$ cat src/rotated_blit_address_generator_unit_macros.svh
// Assertion macros used by the blit address generator walker module
`ifndef ROTATED_BLIT_ADDRESS_GENERATOR_UNIT_MACROS_SVH
`define ROTATED_BLIT_ADDRESS_GENERATOR_UNIT_MACROS_SVH

// Check a property on every rising clk edge outside reset
`define RBA_ASSERT(lbl, prop, msg) \
  lbl: assert property (@(posedge clk) disable iff (!rst_n) prop) else $error(msg);

// Check that an antecedent implies a consequent in the same cycle
`define RBA_ASSERT_IMPLY(lbl, ante, cons, msg) \
  lbl: assert property (@(posedge clk) disable iff (!rst_n) (ante) |-> (cons)) \
    else $error(msg);

`endif

$ cat src/rba_pkg.sv
// Types and constants of the rotated blit address generator
package rba_pkg;

  // Display geometry
  localparam int DISPLAY_WIDTH  = 320;
  localparam int DISPLAY_HEIGHT = 240;

  // Signed coordinate width: 12-bit offset plus 11-bit walk position
  localparam int CRD_W = 14;

  typedef logic signed [CRD_W-1:0] crd_t;

  localparam crd_t DISP_W_CRD = CRD_W'(DISPLAY_WIDTH);
  localparam crd_t DISP_H_CRD = CRD_W'(DISPLAY_HEIGHT);

  // Operation codes
  localparam logic OP_START = 1'b0;
  localparam logic OP_STEP  = 1'b1;

  // Rotation codes
  localparam logic [1:0] ROT_0   = 2'd0;
  localparam logic [1:0] ROT_90  = 2'd1;
  localparam logic [1:0] ROT_180 = 2'd2;
  localparam logic [1:0] ROT_270 = 2'd3;

  // Input item
  typedef struct packed {
    logic               operation;
    logic        [10:0] blit_width;
    logic        [10:0] blit_height;
    logic        [1:0]  rotation;
    logic signed [11:0] dst_x_offset;
    logic signed [11:0] dst_y_offset;
    logic signed [11:0] src_x_offset;
    logic signed [11:0] src_y_offset;
    logic        [10:0] source_width;
    logic        [10:0] source_height;
  } in_item_t;

  // Result item
  typedef struct packed {
    logic [21:0] src_index;
    logic [16:0] dst_index;
    logic        write_enable;
    logic        last;
  } out_item_t;

  // Clipped coordinates handed from the walker to the index unit
  typedef struct packed {
    logic        we;
    logic        last;
    logic [10:0] sx;
    logic [10:0] sy;
    logic [10:0] src_w;
    logic [10:0] dx;
    logic [10:0] dy;
  } rba_job_t;

endpackage

$ cat src/rba_walker.sv
// Descriptor store, output walk counters and clipping stage
module rba_walker (
  input  logic               clk,
  input  logic               rst_n,
  input  logic               in_valid,
  output logic               in_stall,
  input  rba_pkg::in_item_t  in_data,
  output logic               job_valid,
  input  logic               job_stall,
  output rba_pkg::rba_job_t  job
);

  `include "rotated_blit_address_generator_unit_macros.svh"

  logic               busy_r, busy_nxt;
  logic               rejected_r, rejected_nxt;
  logic        [10:0] width_r, height_r;
  logic        [1:0]  rot_r;
  logic signed [11:0] dst_x_r, dst_y_r, src_x_r, src_y_r;
  logic        [21:0] src_dims_r;
  logic        [10:0] line_r, line_nxt;
  logic        [10:0] col_r, col_nxt;
  logic               job_valid_r, job_valid_nxt;
  rba_pkg::rba_job_t  job_r, job_nxt;

  logic               accept;
  logic               accept_start;
  logic               accept_step;
  logic               swap;
  logic        [10:0] out_w, out_h;
  logic               col_end, line_end, walk_last;
  logic               rejected_new;
  rba_pkg::crd_t      line_s, col_s, w_s, h_s;
  rba_pkg::crd_t      bx, by, sx, sy, dx, dy;
  rba_pkg::crd_t      src_w_s, src_h_s;
  logic               we;

  // Stall the input only while a computed job cannot move on
  assign in_stall     = job_valid_r && job_stall;
  assign accept       = in_valid && !in_stall;
  assign accept_start = accept && (in_data.operation == rba_pkg::OP_START);
  assign accept_step  = accept && (in_data.operation == rba_pkg::OP_STEP);

  // Map the output position back to the source block and clip it
  always_comb begin
    swap    = (rot_r == rba_pkg::ROT_90) || (rot_r == rba_pkg::ROT_270);
    out_w   = swap ? height_r : width_r;
    out_h   = swap ? width_r : height_r;
    line_s  = $signed({3'b000, line_r});
    col_s   = $signed({3'b000, col_r});
    w_s     = $signed({3'b000, width_r});
    h_s     = $signed({3'b000, height_r});
    src_w_s = $signed({3'b000, src_dims_r[10:0]});
    src_h_s = $signed({3'b000, src_dims_r[21:11]});
    case (rot_r)
      rba_pkg::ROT_90: begin
        bx = line_s;
        by = h_s - rba_pkg::crd_t'(1) - col_s;
      end
      rba_pkg::ROT_180: begin
        bx = w_s - rba_pkg::crd_t'(1) - col_s;
        by = h_s - rba_pkg::crd_t'(1) - line_s;
      end
      rba_pkg::ROT_270: begin
        bx = w_s - rba_pkg::crd_t'(1) - line_s;
        by = col_s;
      end
      default: begin
        bx = col_s;
        by = line_s;
      end
    endcase
    dx = $signed({{2{dst_x_r[11]}}, dst_x_r}) + col_s;
    dy = $signed({{2{dst_y_r[11]}}, dst_y_r}) + line_s;
    sx = $signed({{2{src_x_r[11]}}, src_x_r}) + bx;
    sy = $signed({{2{src_y_r[11]}}, src_y_r}) + by;
    we = (dx >= rba_pkg::crd_t'(0)) && (dx < rba_pkg::DISP_W_CRD) &&
         (dy >= rba_pkg::crd_t'(0)) && (dy < rba_pkg::DISP_H_CRD) &&
         (sx >= rba_pkg::crd_t'(0)) && (sx < src_w_s) &&
         (sy >= rba_pkg::crd_t'(0)) && (sy < src_h_s);
    col_end   = ({1'b0, col_r} + 12'd1) >= {1'b0, out_w};
    line_end  = ({1'b0, line_r} + 12'd1) >= {1'b0, out_h};
    walk_last = col_end && line_end;
    rejected_new = (in_data.blit_width == 11'd0) || (in_data.blit_height == 11'd0) ||
                   ($signed({{2{in_data.dst_x_offset[11]}}, in_data.dst_x_offset})
                     >= rba_pkg::DISP_W_CRD) ||
                   ($signed({{2{in_data.dst_y_offset[11]}}, in_data.dst_y_offset})
                     >= rba_pkg::DISP_H_CRD);
  end

  // Advance the walk state and form the next job
  always_comb begin
    busy_nxt      = busy_r;
    rejected_nxt  = rejected_r;
    line_nxt      = line_r;
    col_nxt       = col_r;
    job_valid_nxt = job_valid_r && job_stall;
    job_nxt       = job_r;
    if (accept_start) begin
      busy_nxt      = 1'b1;
      rejected_nxt  = rejected_new;
      line_nxt      = '0;
      col_nxt       = '0;
      job_valid_nxt = 1'b0;
    end else if (accept_step) begin
      job_valid_nxt = 1'b1;
      if (!busy_r || rejected_r) begin
        busy_nxt     = 1'b0;
        rejected_nxt = 1'b0;
        job_nxt      = '{we: 1'b0, last: 1'b1, default: '0};
      end else begin
        job_nxt.we    = we;
        job_nxt.last  = walk_last;
        job_nxt.sx    = sx[10:0];
        job_nxt.sy    = sy[10:0];
        job_nxt.src_w = src_dims_r[10:0];
        job_nxt.dx    = dx[10:0];
        job_nxt.dy    = dy[10:0];
        if (walk_last) begin
          busy_nxt = 1'b0;
        end else if (col_end) begin
          col_nxt  = '0;
          line_nxt = line_r + 11'd1;
        end else begin
          col_nxt = col_r + 11'd1;
        end
      end
    end
  end

  // Hold the descriptor and the stage registers
  always_ff @(posedge clk) begin
    if (!rst_n) begin
      busy_r      <= 1'b0;
      rejected_r  <= 1'b0;
      line_r      <= '0;
      col_r       <= '0;
      job_valid_r <= 1'b0;
      width_r     <= '0;
      height_r    <= '0;
      rot_r       <= rba_pkg::ROT_0;
      dst_x_r     <= '0;
      dst_y_r     <= '0;
      src_x_r     <= '0;
      src_y_r     <= '0;
      src_dims_r  <= '0;
    end else begin
      busy_r      <= busy_nxt;
      rejected_r  <= rejected_nxt;
      line_r      <= line_nxt;
      col_r       <= col_nxt;
      job_valid_r <= job_valid_nxt;
      if (accept_start) begin
        width_r    <= in_data.blit_width;
        height_r   <= in_data.blit_height;
        rot_r      <= in_data.rotation;
        dst_x_r    <= in_data.dst_x_offset;
        dst_y_r    <= in_data.dst_y_offset;
        src_x_r    <= in_data.src_x_offset;
        src_y_r    <= in_data.src_y_offset;
        src_dims_r <= {in_data.source_height, in_data.source_width};
      end
    end
  end

  always_ff @(posedge clk) begin
    job_r <= job_nxt;
  end

  assign job_valid = job_valid_r;
  assign job       = job_r;

  // A start transfer yields no job
  `RBA_ASSERT(a_start_no_job, (accept_start |=> !job_valid_r), "start produced a job")
  // A step while idle answers an unwritten last position
  `RBA_ASSERT(a_idle_step, ((accept_step && !busy_r) |=> (job_valid_r && job_r.last && !job_r.we)), "idle step not answered as last")
  // A written position lies inside the source row
  `RBA_ASSERT_IMPLY(a_we_in_src, job_valid_r && job_r.we, job_r.sx < job_r.src_w, "written column outside source")

endmodule

$ cat src/rba_index_unit.sv
// Linear index computation and result register
module rba_index_unit (
  input  logic               clk,
  input  logic               rst_n,
  input  logic               job_valid,
  output logic               job_stall,
  input  rba_pkg::rba_job_t  job,
  output logic               out_valid,
  input  logic               out_stall,
  output rba_pkg::out_item_t out_data
);

  localparam logic [21:0] DST_MUL = 22'(rba_pkg::DISPLAY_WIDTH);

  logic               out_valid_r, out_valid_nxt;
  rba_pkg::out_item_t out_data_r, out_data_nxt;
  logic               take;
  logic [21:0]        src_full;
  logic [21:0]        dst_full;

  // Take a job whenever the result register is free or being emptied
  assign job_stall = out_valid_r && out_stall;
  assign take      = job_valid && !job_stall;

  // Form both linear indices; zero them for a clipped position
  always_comb begin
    src_full = ({11'b0, job.sy} * {11'b0, job.src_w}) + {11'b0, job.sx};
    dst_full = ({11'b0, job.dy} * DST_MUL) + {11'b0, job.dx};
    out_data_nxt.src_index    = job.we ? src_full : '0;
    out_data_nxt.dst_index    = job.we ? dst_full[16:0] : '0;
    out_data_nxt.write_enable = job.we;
    out_data_nxt.last         = job.last;
    out_valid_nxt = take || (out_valid_r && out_stall);
  end

  always_ff @(posedge clk) begin
    if (!rst_n) begin
      out_valid_r <= 1'b0;
    end else begin
      out_valid_r <= out_valid_nxt;
    end
  end

  always_ff @(posedge clk) begin
    if (take) begin
      out_data_r <= out_data_nxt;
    end
  end

  assign out_valid = out_valid_r;
  assign out_data  = out_data_r;

endmodule

$ cat src/rotated_blit_address_generator_unit.sv
// A step result passes the job and result registers; a start gives none.
// Throughput: one item per cycle while no stall backs up from the result side.
// Index multiply sits in its own stage after the clipping stage.
// Reset (rst_n low, synchronous): idle, descriptor and counters cleared, no result.
// Stalls on the result side back up through both stages to in_stall.
module rotated_blit_address_generator_unit (
  input  logic               clk,
  input  logic               rst_n,
  input  logic               in_valid,
  output logic               in_stall,
  input  rba_pkg::in_item_t  in_data,
  output logic               out_valid,
  input  logic               out_stall,
  output rba_pkg::out_item_t out_data
);

  logic              job_valid;
  logic              job_stall;
  rba_pkg::rba_job_t job;

  // Walk and clip
  rba_walker u_walker (
    .clk       (clk),
    .rst_n     (rst_n),
    .in_valid  (in_valid),
    .in_stall  (in_stall),
    .in_data   (in_data),
    .job_valid (job_valid),
    .job_stall (job_stall),
    .job       (job)
  );

  // Compute indices and hold the result
  rba_index_unit u_index (
    .clk       (clk),
    .rst_n     (rst_n),
    .job_valid (job_valid),
    .job_stall (job_stall),
    .job       (job),
    .out_valid (out_valid),
    .out_stall (out_stall),
    .out_data  (out_data)
  );

endmodule
$ cat config.mk
export PLATFORM = sky130hd
export DESIGN_NAME = rotated_blit_address_generator_unit
export DESIGN_NICKNAME = d
export VERILOG_FILES = /design/src/rba_pkg.sv /design/src/rba_walker.sv /design/src/rba_index_unit.sv /design/src/rotated_blit_address_generator_unit.sv
export VERILOG_INCLUDE_DIRS = /design/src /design/src/src
export SDC_FILE = /design/constraint.sdc
export NUM_CORES = 1
export LEC_CHECK = 0
export BUFFER_PORTS_ARGS = -buffer_cell sky130_fd_sc_hd__buf_2
export CAP_MARGIN = 20
export CORE_UTILIZATION = 30
export DETAILED_ROUTE_END_ITERATION = 10
export PLACE_DENSITY = 0.43
export SLEW_MARGIN = 10
export SYNTH_ARGS = -nofsm -noshare
export SYNTH_HDL_FRONTEND = slang
export SYNTH_SLANG_ARGS = --single-unit
$ cat constraint.sdc
create_clock -name clk -period 16.71 [get_ports clk]
set_input_delay 1.671 -clock clk [delete_from_list [all_inputs] [get_ports clk]]
set_output_delay 1.671 -clock clk [all_outputs]
set_load 0.01 [all_outputs]
======== Word-level counts from Yosys, hierarchy flattened ========
Cells that the tools add are included.
cells by class
  $add $sub $neg .......................... 16
  $mul .................................... 2
  magnitude comparators ................... 12
  equality and inequality tests ........... 3
  multiplexer cells ....................... 13
  bitwise logic cells ..................... 5
  reductions and logical operators ........ 34
operators with widths
  kind                                                                                    number
  14-bit one-hot mux with 3 select lines                                                  2
  14-bit by 1-bit greater-or-equal comparator with 1-bit output (second input constant)   4
  14-bit by 12-bit subtractor with 14-bit output                                          4
  11-bit 2-to-1 mux                                                                       3
  12-bit by 14-bit adder with 14-bit output                                               2
  14-bit by 12-bit less-than comparator with 1-bit output                                 2
  12-bit by 12-bit adder with 13-bit output                                               2
  11-bit by 1-bit adder with 12-bit output (second input constant)                        2
  12-bit by 11-bit greater-or-equal comparator with 1-bit output                          2
  11-bit by 1-bit subtractor with 12-bit output (second input constant)                   2
  11-bit by 1-bit adder with 11-bit output (second input constant)                        2
  22-bit by 11-bit adder with 22-bit output                                               1
  11-bit logical NOT                                                                      2
  11-bit by 11-bit multiplier with 22-bit output                                          1
  17-bit by 11-bit adder with 17-bit output                                               1
  1-bit logical AND                                                                       14
  14-bit by 10-bit less-than comparator with 1-bit output (second input constant)         1
  14-bit by 9-bit less-than comparator with 1-bit output (second input constant)          1
  12-bit by 10-bit greater-or-equal comparator with 1-bit output (second input constant)  1
  12-bit by 9-bit greater-or-equal comparator with 1-bit output (second input constant)   1
  11-bit by 3-bit multiplier with 11-bit output (second input constant)                   1
  1-bit 2-to-1 mux                                                                        8
  1-bit logical OR                                                                        6
  2-bit AND reduction                                                                     3
  other kinds (9)                                                                         17
word-level totals
  register bits ........................... 218
  input port bits ......................... 99
  output and inout bits ................... 43
  word-level logic and storage cells ...... 110

======== Longest topological paths before layout ========
Gate-level depths: netlist of the first run.
  depth after elaboration ................. 9
  depth in mapped cells ................... 35
  depth with buffers taken out ............ 33

======== Modules after synthesis ========
From an unflattened synthesis of the first run, not the netlist that was laid out.
second synthesis, totals
  cell total of the unflattened synthesis .. 2197
  area, all modules ....................... 19098.3 µm²
modules (own cells, without submodules)
  module          times used  cells an instance  area an instance (µm²)  seq. area each (µm²)
  rba_walker      1           1461               12365.6                 4093.9
  rba_index_unit  1           736                6732.7                  1251.2

======== Worst setup path after synthesis of the first run ========
Ideal clock, no wire load.
  kind .................................... flip-flop to flip-flop
  start ................................... register u_walker.rot_r[0]
  end ..................................... register u_walker.job_r, in the netlist u_walker.job[56] (data pin)
  library setup time ...................... 0.134 ns
  data arrival time ....................... 5.985 ns
  required time ........................... 16.576 ns
  path slack .............................. 10.591 ns
  stages on the path, launching flop included .. 34
  buffers on the path ..................... 2
  clock period less this slack ............ 6.119 ns
  cells stage by stage .................... dfxtp_1 -> inv_1 -> ha_1 -> clkbuf_1 -> clkbuf_1 -> mux2i_1 -> ha_1 -> nor2b_1 -> o21ai_0 -> nand2b_1 -> a21o_1 -> a21o_1 -> xor2_1 -> a221oi_1 -> a21oi_1 -> ha_1 -> nor2_1 -> nor2_1 -> a21boi_0 -> nand2_1 -> nand2_1 -> a21o_1 -> a21oi_1 -> xnor2_1 -> ha_1 -> and3_1 -> a22o_1 -> nor3_1 -> nand4_1 -> nor4_1 -> nand4_1 -> a2111o_1 -> a2111oi_2 -> and4_1
between the ends
  elaborated cells between the ends (all ways) .. 15
  those cells by class .................... add/sub: 2; order compare: 4; eq/ne: 3; mux: 2; reduce/logical: 4
RTL lines
  element                                                                                RTL line           RTL
  start: declaration                                                                     rba_walker.sv:18   logic [1:0] rot_r;
  start signal: assignment                                                               rba_walker.sv:141  rot_r <= rba_pkg::ROT_0;
  start signal: assignment                                                               rba_walker.sv:156  rot_r <= in_data.rotation;
  2-bit equality test or 2-bit by 1-bit equality test with 1-bit output (tied branches)  rba_walker.sv:55   case (rot_r)
  14-bit one-hot mux with 3 select lines *                                               rba_walker.sv:55
  12-bit by 14-bit adder with 14-bit output *                                            rba_walker.sv:76   sy = $signed({{2{src_y_r[11]}}, src_y_r}) + by;
  net u_walker.sy[10]                                                                    rba_walker.sv:34   rba_pkg::crd_t bx, by, sx, sy, dx, dy;
  14-bit by 1-bit greater-or-equal comparator with 1-bit output                          rba_walker.sv:80   (sy >= rba_pkg::crd_t'(0)) && (sy < src_h_s);
  1-bit logical AND                                                                      rba_walker.sv:79   (sx >= rba_pkg::crd_t'(0)) && (sx < src_w_s) &&
  1-bit logical AND *                                                                    rba_walker.sv:80
  end signal: assignment                                                                 rba_walker.sv:167  job_r <= job_nxt;
  end: declaration                                                                       rba_walker.sv:24   rba_pkg::rba_job_t job_r, job_nxt;
The timed path passes the listed nets; every way through them passes the cells marked *.
A chain may end at the register's enable or synchronous reset.

======== Worst setup path after layout of the first run ========
Same ends and word-level chain as after synthesis.

==> results, run 1 <==
- The total vias in the final route is 14650.
- The first-pass GRT wire length is 84160 um.
- The tree is rooted in a clkbuf_16.
- The largest individual stage delay along the critical path comes from the cell ha_1.
- The analysis attributes to net switching a power of 594.6 uW.
- Registers are responsible for approximately 34% of the overall power.
- The initialized floorplan defines between 90 and 100 standard-cell rows.
- The largest fanout on the critical path is 14.
- Summed over all layers, the routed wires come to 54340 um.
- The number of buffers added on ports is 141.
- The largest net degree at the start of global routing is 74.
- The area added between synthesis and finish is 13.45%.
- Across every metal layer, demand over resource in global routing totals between 15 and 20%.
- Counting along the longest clock path gives a buffer depth of 3.
- The die is 251.6 um tall.
- The total count of hold-check failures in the final report is 0.
- The critical path launch point type is a register.
- The worst setup path is of the register to register kind.
- Max-cap violations in this run came to 0.
- The clock share of power is 34.4%.
- For the pin with the worst max-slew slack, the measured transition is between 0.9 and 1 ns.
- Measured against its own limit, the worst slew margin works out to between 30% and 40%.
- The dominant register cell in the synthesized netlist is dfxtp_1.
- After synthesis, flip-flops and latches occupy 28.60% of the total area.
- The horizontal die dimension is roughly 250 um.
- The die covers 0.06330 mm2.
- In the synthesized netlist, the number of instances is 2124.
- Setup repair after global routing left no endpoint under its margin.
- The number of DRC markers in iteration 0 is 639.
- The worst clock skew is about 0.015 ns.
- The clock insertion delay at the later pin of the skew report is 0.58 ns.
- The power density over cell area is 85.34 mW/mm2.
- The run finished with clean final reports.
- The critical path arrival is 7.51 ns.
- The post-route netlist has 10.09% of its cells at a drive strength greater than 1.
- The level count of the clock H-tree is 1.
- The HPWL reported at the end of detailed placement is between 40000 and 50000 um.
- Measured on the finished design, the core utilization comes to 34.42%.
- The number of synthesized flops with an enable pin is 98.
- Clock-pin slew was measured on the worst setup and hold paths at 0.06 ns.
- The number of global-route vias before repair came to 14490.
- The number of buffers created by CTS is 28.
- The number of antenna violations at the first check in global routing is 0.
- The distinct cell type count after synthesis is 61.
- The number of synthesized register bits is 218.
- VDD sags by at most 0.06824 mV.
- Setup violations remaining at the end of the flow were counted as 0.
- The count of clock tree sinks is 218.
- The final hold slack is 0.4231 ns.
- The clock tree from TritonCTS is built.
- The initial utilization of the core area, before any placement, comes to 30.34%.
- At the worst endpoint, the required time is about 17 ns.
- In the synthesized netlist the async set-or-reset flop fraction comes to 0%.
- The internal cell power is 1.215 mW.
- The Yosys step of the flow raised 0 warnings.
- Combinational cells account for about a third of the total power.
- Leaving out fill and tap cells, the most frequent cells in the layout are 330 x nand2_1, 206 x inv_1, 200 x ha_1.
- The total count of max-transition violations in the final report is 0.
- The peak clock frequency supported by timing is ~140 MHz.
- The ratio of routed vias to standard cells is roughly 4.8.
- The number of antenna-violating nets in the routed design is 0.
- The final RePlAce weighted congestion is around 0.84.
- After detailed routing, the average wire length per cell comes to 17.67 um.
- The core region is approximately 0.062 mm2.
- Global routing finished with a remaining overflow of 0.
- The total negative setup slack is 0 ns.
- The leakage power summed over all cells is roughly 9.2 nW.
- The type of the tightest min-delay check is register to register.
- For this design the top-level I/O count stands at between 100 and 150.
- The fraction of power spent switching nets is between 30 and 40%.
- Counting every net in the synthesized netlist gives 2522.
- Before antenna repair, the detailed router went through 7 iterations.
- After clock tree synthesis, the flow added hold-fix buffers numbering 0.
- In the finished design, the share of the clock period the worst path needs comes to 42.26%.
- After layout, the minimum clock period comes to slightly above 7 ns.
- The maximum single-stage delay on the critical path is 0.65 ns.
- The worst setup path is captured at a register.
- The repair_antennas step left the layout with diodes totalling 0.
- Each instance of the synthesized netlist takes up on average 8.800 um2.
- Gates resized during post-CTS repair numbered 0.
- The area of the mapped netlist is 0.01869 mm2.
- Leaving out fill and tap cells, the most frequent cell in the layout is nand2_1.
- After detailed routing, the number of remaining DRC violations is 0.
- The number of setup buffers added after CTS is 0.
- The net total in the final layout is 2615.
==> registers in the layout, indices dropped and copies added (netlist names), 2 cells and up <==
register / cells
u_walker.job: 57
u_index.out_data: 41
u_walker.src_dims_r: 22
u_walker.dst_x_r: 12
u_walker.dst_y_r: 12
u_walker.src_x_r: 12
u_walker.src_y_r: 12
u_walker.col_r: 11
u_walker.height_r: 11
u_walker.line_r: 11
u_walker.width_r: 11
u_walker.rot_r: 2
==> cells in the mapped netlist (48+ instances only) <==
master,number,area [um2]
nand2_1,330,1239
dfxtp_1,120,2402
inv_1,206,773.2
a21boi_0,100,750.7
o21ai_0,62,310.3
and2_1,102,638.1
xor2_1,48,420.4
a21oi_1,81,405.4
fa_1,99,1982
nor2_1,112,420.4
ha_1,200,2502
edfxtp_1,98,2943
xnor2_1,77,674.4
clkbuf_1,88,330.3
==> final cells by class <==
class,count,area [um2]
repair buffers,160,852.1
multi-input cells,1603,12230
clock inverters,8,85.08
fillers,6405,40390
well taps,837,1047
flip-flops and latches,218,5345
inverters,206,773.2
clock buffers,44,868.3
==> power by group through the flow <==
| stage | Sequential (mW) | Clock (mW) | Combinational [mW] |
|---|---|---|---|
| floorplan | 0.620 | 0 | 0.430 |
| global placement | 0.629 | 0 | 0.572 |
| detailed placement | 0.630 | 0 | 0.574 |
| CTS | 0.618 | 0.643 | 0.579 |
| global route | 0.621 | 0.661 | 0.652 |
| finish | 0.618 | 0.622 | 0.570 |
==> through the flow <==
step	power, mW	cells	area, um2	setup WS, ns
final	1.810	3076	21200	9.649
after global routing	1.933	3076	21200	8.989
after CTS	1.841	3075	21190	9.445
after detailed placement	1.204	3023	20240	9.470
after global placement	1.201	3022	20230	9.657
after floorplan	1.051	2124	18690	10.59
==> cells by family after synthesis <==
| kind of cell | synth area share (%) |
|---|---|
| simple gates | 18.66 |
| compound gates | 14.37 |
| buf+inv | 6.085 |
| fa+ha+maj | 23.99 |
| flops | 28.60 |
| xor+xnor | 5.858 |
| mux | 2.430 |
==> worst max-delay path: cells and delay by family, from the launching register on <==
family	cells	cell delay, ns
adder cells (fa/ha/maj)	4	1.72
buffers and inverters	1	0.09
flip-flops	1	0.33
AO/OA/AOI/OAI	11	2.17
XOR/XNOR	2	0.28
multiplexers	1	0.44
AND/OR/NAND/NOR	12	1.87
==> path summary, 6_finish.rpt <==
check,from,to,slack [ns],cells after the start
setup reg to reg,u_walker.rot_r[0]$_SDFFE_PN0P_,u_walker.job[56]$_SDFFCE_PN0P_,9.65,31
setup / recovery,u_walker.rot_r[0]$_SDFFE_PN0P_,u_walker.job[56]$_SDFFCE_PN0P_,9.65,31
hold / removal,u_walker.job[55]$_SDFFCE_PN1P_,u_index.out_data[0]$_DFFE_PP_,0.42,0
hold reg to reg,u_walker.job[55]$_SDFFCE_PN1P_,u_index.out_data[0]$_DFFE_PP_,0.42,0
==> metal layers <==
metal / vias up / track usage [%] / wire (um)
met2: 226 / 28.26 / 24970
met3: 73 / 1.774 / 1484
li1: 7396 / - / -
met5: - / 0 / 0
met4: 0 / 5.017 / 1667
met1: 6953 / 23.37 / 26220
Power figures use the tool's default switching activity.
==> run 2, diff against run 1 <==
==> constraint.sdc (replaced) <==
create_clock -name clk -period 7.3 [get_ports clk]
set_input_delay 0.73 -clock clk [delete_from_list [all_inputs] [get_ports clk]]
set_output_delay 0.73 -clock clk [all_outputs]
set_load 0.01 [all_outputs]
==> run 2 against run 1 <==
Net effect:
- via count up 1.6%
- die area did not move
- register-to-register slack got worse by 9.2 ns
- flip-flop and latch count unchanged
- utilization increased by 0.36 points
- combinational power grew 130%
- critical endpoint unchanged
==> results, run 2 (synthesis results as in run 1) <==
- The leakage power summed over all cells is 9.356 nW (+1.4%).
- The number of buffers created by CTS is 30 (+7.1%).
- The post-route fraction of the period consumed by the critical path is 94.11% (+52 points).
- The first-pass GRT wire length is 84870 um (+0.84%).
- The horizontal die dimension is 251.6 um (unchanged).
- The final RePlAce weighted congestion is 0.8403 (-0.40%).
- The area added between synthesis and finish is 14.63%.
- The number of DRC markers in iteration 0 is 809 (+27%).
- The overall overflow remaining after global route is 0 (unchanged).
- The relative slew slack came to 33.30% (-0.91 points).
- The worst clock skew is 0.01278 ns (-0.002599 ns).
- The flip-flop count of the largest register after layout is 57 (unchanged).
- The most common cell after layout, fill and taps aside is nand2_1.
- The total vias in the final route is 14890 (+1.6%).
- The critical path arrival is 7.31 ns (-0.20 ns).
- The number of hold-repair buffers added at the cts stage is 0 (unchanged).
- The level count of the clock H-tree came to 1 (unchanged).
- The number of violations of the max-capacitance limit was 0 (unchanged).
- Counting stages on the worst path, the most repeated cell is ha_1.
- The core area was 0.06160 mm2 (unchanged).
- The number of failing setup endpoints in the final timing report is 0 (unchanged).
- The overall die height came to 251.6 um (unchanged).
- The average wire per cell in the routed design was 17.93 um (+1.5%).
- The number of design rule violations left after detail routing was 0 (unchanged).
- The number of detailed-routing iterations run before antenna repair is 7 (unchanged).
- The number of buffers added on ports is 141 (unchanged).
- The setup path with the least slack is of type register to register.
- The cell at the slowest stage of the critical path is o41ai_1.
- The power density over cell area was 203.5 mW/mm2 (+140%).
- The largest fanout on the critical path is 5 (-9).
- The largest net degree at the start of global routing was 79 (+6.8%).
- The required time of the critical path is 7.74 ns (-9.41 ns).
- The count of clock tree sinks is 218 (unchanged).
- The number of global-route vias before repair is 14730 (+1.7%).
- The total count of max-transition violations in the final report is 0 (unchanged).
- The HPWL reported at the end of detailed placement came to 44010 um (+1.0%).
- The total number of placement rows is 91 (unchanged).
- The largest vdd supply drop is 0.1608 mV (+140%).
- The total negative setup slack is 0 ns (unchanged).
- The number of top-level design ports is 142 (unchanged).
- The root buffer cell chosen for the clock tree is clkbuf_16.
- The total die area came to 0.06330 mm2 (unchanged).
- The overall routed net length is 55350 um (+1.9%).
- The maximum number of buffers from clock root to sink was 3 (unchanged).
- The final critical delay including setup and external delays is 6.870 ns (-0.1912 ns).
- The share of cells above drive strength 1 is 10.76% (+0.66 points).
- The top cell types in the final layout, fill and taps aside, are 330 x nand2_1, 206 x inv_1, 199 x ha_1.
- The final hold slack is 0.3989 ns (-0.02421 ns).
- The total global routing track utilization is 17.29% (+0.23 points).
- The number of antenna violations at the first check in global routing is 4 (+4).
- The filler cell count in the final layout is 6497 (+1.4%).
- The critical path capture point type is a register.
- The antenna diode count was 0 (unchanged).
- The net total in the final layout was 2624 (+0.34%).
- The type of the tightest min-delay check is input port to register.
- The initial standard-cell utilization of the core is 30.34% (unchanged).
- The clock tree from TritonCTS is built.
- The total count of hold-check failures in the final report is 0 (unchanged).
- The ratio of routed vias to standard cells was 4.822 (+1.3%).
- The maximum single-stage delay on the critical path was 0.63 ns (-0.02 ns).
- The peak clock frequency supported by timing is 145.6 MHz (+2.8%).
- The transition time at the pin with the least slew margin is 0.9982 ns (+0.02028 ns).
- The clock-pin slew on the worst setup and hold paths is 0.06 ns (about the same).
- The clock insertion delay at the later pin of the skew report is 0.58 ns (about the same).
- The run finished with clean final reports.
- The critical path launch point type is a register.
- Setup repair after global routing left no endpoint under its margin.
- The number of antenna-violating nets in the routed design came to 0 (unchanged).
[run 2: changes by cell type in the layout (fill, tap and decap cells not counted), sizes merged]
| cell | change |
|---|---|
| bufinv | +2 |
| clkinv | -2 |
| buf | +7 |
| clkbuf | +2 |
| inv | +2 |
[run 2: area by class of cell]
cell class              instances  area [um2]  share of cell area [%]
clock buffers                  46       987.2                   4.608
clock inverters                10       136.4                  0.6365
repair buffers                167       900.9                   4.205
multi-input cells            1603       12240                   57.11
well taps                     837        1047                   4.888
flip-flops and latches        218        5345                   24.95
inverters                     206       773.2                   3.609
[run 2: metrics by stage]
step / util [%] / total power [mW] / area (um2) / setup slack [ns] / std cells
2_1_floorplan: - / 2.405 / 18690 / 1.181 / 2124
3_3_place_gp: 32.95 / 2.751 / 20300 / 0.7097 / 3031
3_5_place_dp: 32.95 / 2.756 / 20300 / 0.5369 / 3031
4_1_cts: 34.78 / 4.441 / 21420 / 0.5139 / 3087
5_1_grt: 34.78 / 4.657 / 21430 / 0.02446 / 3087
6_report: 34.78 / 4.360 / 21430 / 0.4299 / 3087
[run 2: layer usage]
layer,vias up,part of all wire [%],track usage (%)
li1,7413,-,-
met1,7079,46,23.08
met2,297,46,28.80
met3,94,3.9,2.012
met4,2,3.6,5.976
met5,-,0.018,0
[run 2: worst max-delay path: cells and delay by family (launching register included)]
family / cells / cell delay, ns
AO/OA/AOI/OAI: 10 / 2.43
XOR/XNOR: 3 / 0.52
adder cells (fa/ha/maj): 4 / 1.13
buffers and inverters: 2 / 0.19
flip-flops: 1 / 0.35
AND/OR/NAND/NOR: 10 / 2.11
[run 2: where the power goes]
group          leakage [nW]  switching (mW)  internal (mW)
clock network         0.556           0.602           1.04
registers              1.93          0.0537           1.36
logic                  6.87           0.741          0.570
total                  9.36            1.40           2.96
[run 2: worst paths after layout]
path	depth (start not counted)	slack, ns	startpoint	endpoint
setup / recovery	29	0.43	u_walker.width_r[0]$_SDFFE_PN0P_	u_walker.job[56]$_SDFFCE_PN0P_
hold / removal	3	0.40	in_data[59]	u_walker.dst_x_r[1]$_SDFFE_PN0P_
setup reg to reg	29	0.43	u_walker.width_r[0]$_SDFFE_PN0P_	u_walker.job[56]$_SDFFCE_PN0P_
hold reg to reg	0	0.42	u_walker.job[55]$_SDFFCE_PN1P_	u_index.out_data[0]$_DFFE_PP_
[run 2: what timing repair did]
item                       CTS  global route
gates resized for setup      0             1
setup buffers                0             0
setup endpoints to repair    0             1
==> run 3, diff against run 2 <==
--- a/config.mk
+++ b/config.mk
@@ -6,12 +6,13 @@
 export SDC_FILE = /design/constraint.sdc
 export NUM_CORES = 1
 export LEC_CHECK = 0
+export ABC_AREA = 1
 export BUFFER_PORTS_ARGS = -buffer_cell sky130_fd_sc_hd__buf_2
 export CAP_MARGIN = 20
+export CORE_ASPECT_RATIO = 0.5
 export CORE_UTILIZATION = 30
 export DETAILED_ROUTE_END_ITERATION = 10
 export PLACE_DENSITY = 0.43
-export SLEW_MARGIN = 10
 export SYNTH_ARGS = -nofsm -noshare
 export SYNTH_HDL_FRONTEND = slang
 export SYNTH_SLANG_ARGS = --single-unit
==> run 3 against run 2 <==
Net effect:
- sequential power barely moved
- critical path depth rose by 1
- register-to-register slack improved by 1.5 ns
- clock power fell by 14%
- sequential share of layout area barely moved
- non-clock buffer count fell by 15
- global-route usage rose by 1.1 points
- first-iteration DRC count rose by 12%
- final cell count rose by 14%
- critical path type unchanged
- largest cell class unchanged
- largest power group is now combinational cells
- highest routed layer is now met4
==> results, run 3 <==
- The flow ran to the end, and the final reports show no timing, DRC or antenna violations.
- The total count of max-transition violations in the final report is 0 (unchanged).
- The area share of xor/xnor cells in the synthesized design is 2.999% (-2.9 points).
- The count of clock tree sinks is 218 (unchanged).
- The area of the mapped netlist was 0.01898 mm2 (+1.6%).
- The number of stages on the worst setup path is 30 (+3.4%).
- The startpoint identified for the worst hold timing path is in_data[49].
- The tightest min-delay check is of the input port to register type.
- The number of top-level design ports is 142 (unchanged).
- The maximum number of buffers from clock root to sink was 3 (unchanged).
- The maximum single-stage delay on the critical path is 0.59 ns (-0.04 ns).
- The sequential cell area fraction in the yosys report was 28.16% (-0.44 points).
- The post-synthesis average cell area is 7.389 um2 (-16%).
- The required time of the critical path is 7.74 ns (about the same).
- The share of cells above drive strength 1 is 8.336% (-2.4 points).
- The number of synthesized register bits came to 218 (unchanged).
- The average wire per cell in the routed design is 16.89 um (-5.8%).
- Setup repair after global routing left no endpoint under its margin.
- The total vias in the final route is 16360 (+9.9%).
- The number of global-route vias before repair is 15910 (+8.0%).
- The clock insertion delay at the later pin of the skew report is 0.58 ns (about the same).
- The total die area is 0.06434 mm2 (+1.6%).
- The number of antenna-violating nets in the routed design is 0 (unchanged).
- The count of mapped cells out of synthesis is 2569 (+21%).
- The number of DRC markers in iteration 0 was 908 (+12%).
- The number of warnings printed during yosys synthesis is 0 (unchanged).
- The overall overflow remaining after global route is 0 (unchanged).
- The number of design rule violations left after detail routing is 0 (unchanged).
- The share of synthesized cell area in full adder, half adder and majority cells is 23.62% (-0.37 points).
- The reg2reg setup slack came to 1.89 ns (+1.46 ns).
- The end of the worst register-to-register path is u_walker.job[56]$_SDFFCE_PN0P_.
- The start point of the critical path is u_walker.rot_r[0]$_SDFFE_PN0P_.
- The flip-flop count of the largest register after layout is 57 (unchanged).
- The final hold slack is 0.3777 ns (-0.02123 ns).
- The compound-cell area share of the yosys netlist came to 13.60% (-0.77 points).
- The critical path arrival was 5.85 ns (-1.46 ns).
- The total negative setup slack is 0 ns (unchanged).
- The critical path launch point type is a register.
- The cell at the slowest stage of the critical path is ha_1.
- The relative slew slack came to 41.84% (+8.5 points).
- The number of cells on the worst reg-to-reg path is 30 (+3.4%).
- The distinct cell type count after synthesis is 43 (-30%).
- The number of hold-repair buffers added at the cts stage is 0 (unchanged).
- The final RePlAce weighted congestion is 0.8942 (+6.4%).
- In the layout the commonest cells are 529 x nand2_1, 440 x inv_1, 268 x nor2_1.
- CTS placed an instance of clkbuf_16 at the clock tree root.
- The share of synthesized cell area in and, or, nand and nor gates is 21.09% (+2.4 points).
- The overall routed net length is 59300 um (+7.1%).
- The critical path capture point type is a register.
- The number of synthesized flops with an enable pin is 98 (unchanged).
- The largest net degree at the start of global routing came to 77 (-2.5%).
- By area, the combinational part of the netlist is dominated by adder cells.
- The final critical delay including setup and external delays came to 5.414 ns (-1.456 ns).
- The leading cell type by number of instances after synthesis is nand2_1.
- The path type of the worst setup path is register to register.
- The share of synthesized registers carrying an async set or reset is 0% (unchanged).
- The most prevalent standard cell on the critical path is nand2_1.
- Broken down by cell family, the worst path's largest delay share belongs to simple AND/OR/NAND/NOR gates.
- The largest fanout on the critical path was 19 (+14).
- The total global routing track utilization is 18.40% (+1.1 points).
- The core area was 0.06182 mm2 (+0.36%).
- The number of buffers created by CTS is 25 (-17%).
- The power density over cell area was 227.8 mW/mm2 (+12%).
- Counting instances in the post-synthesis netlist gives the leading cell types as 530 x nand2_1, 441 x inv_1, 271 x nor2_1, 213 x o21ai_0, 205 x a21oi_1.
- The number of instances on the worst hold path is 3 (unchanged).
- The overall die height is 179.9 um (-29%).
- The number of detailed-routing iterations run before antenna repair came to 5 (-2).
- The reg-to-reg startpoint is u_walker.rot_r[0]$_SDFFE_PN0P_.
- The dominant register cell in the synthesized netlist is dfxtp_1.
- The level count of the clock H-tree is 1 (unchanged).
- The largest vdd supply drop is 0.1401 mV (-13%).
- The number of setup buffers added after CTS is 0 (unchanged).
- The number of failing setup endpoints in the final timing report is 0 (unchanged).
- The initial standard-cell utilization of the core is 30.71% (+0.36 points).
- The horizontal die dimension was 357.7 um (+42%).
- The biggest area contributor in the post-synthesis netlist is edfxtp_1.
- The worst clock skew was 0.02722 ns (+0.01444 ns).
- The antenna diode count is 0 (unchanged).
- The net total in the final layout was 3066 (+17%).
- The transition time at the pin with the least slew margin is 0.8723 ns (-0.1258 ns).
- The fraction of post-synthesis cell area in the top cell type by area is 15.50% (-0.24 points).
- The final core utilization is 34.59% (-0.19 points).
- The HPWL reported at the end of detailed placement came to 47720 um (+8.4%).
- The first-pass GRT wire length is 91960 um (+8.4%).
- The library cell used most frequently in the layout, excluding fill and tap cells, is nand2_1.
- The overall power is 4.871 mW (+12%).
- The ratio of routed vias to standard cells is 4.658 (-3.4%).
- The total number of placement rows is 64 (-30%).
- The total count of hold-check failures in the final report is 0 (unchanged).
- The buffering stage count on the worst path with inverters included is 3 (+1).
- The post-route fraction of the period consumed by the critical path is 74.17% (-20 points).
- After synthesis, the cell types taking the most area are edfxtp_1 16%, ha_1 13%, dfxtp_1 13%, nand2_1 10%, fa_1 10%.
- The clock tree from TritonCTS is built.
- The count of instances resized after the clock tree is built was 0 (unchanged).
- The number of violations of the max-capacitance limit is 0 (unchanged).
- The number of buffers added on ports is 141 (unchanged).
- The clock-pin slew on the worst setup and hold paths was 0.06 ns (about the same).
- The path with the worst hold slack has its endpoint at u_walker.dst_y_r[3]$_SDFFE_PN0P_.
- The number of antenna violations at the first check in global routing is 0 (-4).
- The leakage power summed over all cells came to 10.77 nW (+15%).
- The total nets after synthesis came to 2967 (+18%).
- The peak clock frequency supported by timing is 184.7 MHz (+27%).
- The mux share of post-synthesis cell area was 0% (-2.4 points).
- The filler cell count in the final layout is 6727 (+3.5%).
- The area added between synthesis and finish is 12.66%.
[run 3: metal layers]
layer	wire (um)	vias to the layer above	global-route usage, %
met4	1134	0	3.370
met3	2313	58	2.477
li1	-	8470	-
met5	0	-	0
met1	30670	7533	27.08
met2	25190	298	28.64
[run 3: worst min-delay path, delay by kind of cell]
kind	cells	cell delay (ns)
simple gates	2	0.11
buf+inv	1	0.08
[run 3: worst max path at each step]
| stage | to |
|---|---|
| after global placement | u_index.out_data[37]$_SDFFCE_PN0P_ |
| final | u_walker.job[56]$_SDFFCE_PN0P_ |
| after CTS | u_walker.job[56]$_SDFFCE_PN0P_ |
| after detailed placement | u_walker.job[56]$_SDFFCE_PN0P_ |
| after global routing | u_walker.job[56]$_SDFFCE_PN0P_ |
| after floorplan | u_index.out_data[37]$_SDFFCE_PN0P_ |
[run 3: power breakdown]
group	switching, mW	internal, mW
Clock	0.584	0.823
Sequential	0.0664	1.38
Combinational	1.29	0.730
Total	1.94	2.93
[run 3: area by class of cell]
class | count | area (um2) | area share [%]
clock inverter | 18 | 240.2 | 1.123
multi-input combinational | 1828 | 11670 | 54.55
clock buffer | 28 | 646.9 | 3.025
inverter | 443 | 1665 | 7.788
tap | 825 | 1032 | 4.827
sequential | 218 | 5345 | 25.00
timing repair buffer | 152 | 788.3 | 3.686
[run 3: kinds of logic (layout without fill, tap and decap cells)]
family | Yosys count | after routing
compound gates | 487 | 487
xor+xnor | 65 | 65
fa+ha+maj | 299 | 299
buf+inv | 523 | 641
flops | 218 | 218
simple gates | 977 | 977
[run 3: metrics by stage]
step / worst slack, ns / cells / area (um2)
finish: 1.886 / 3512 / 21380
global route: 1.343 / 3512 / 21380
CTS: 1.912 / 3512 / 21380
detailed placement: 1.935 / 3466 / 20500
global placement: 2.101 / 3466 / 20500
floorplan: 2.351 / 2569 / 18980
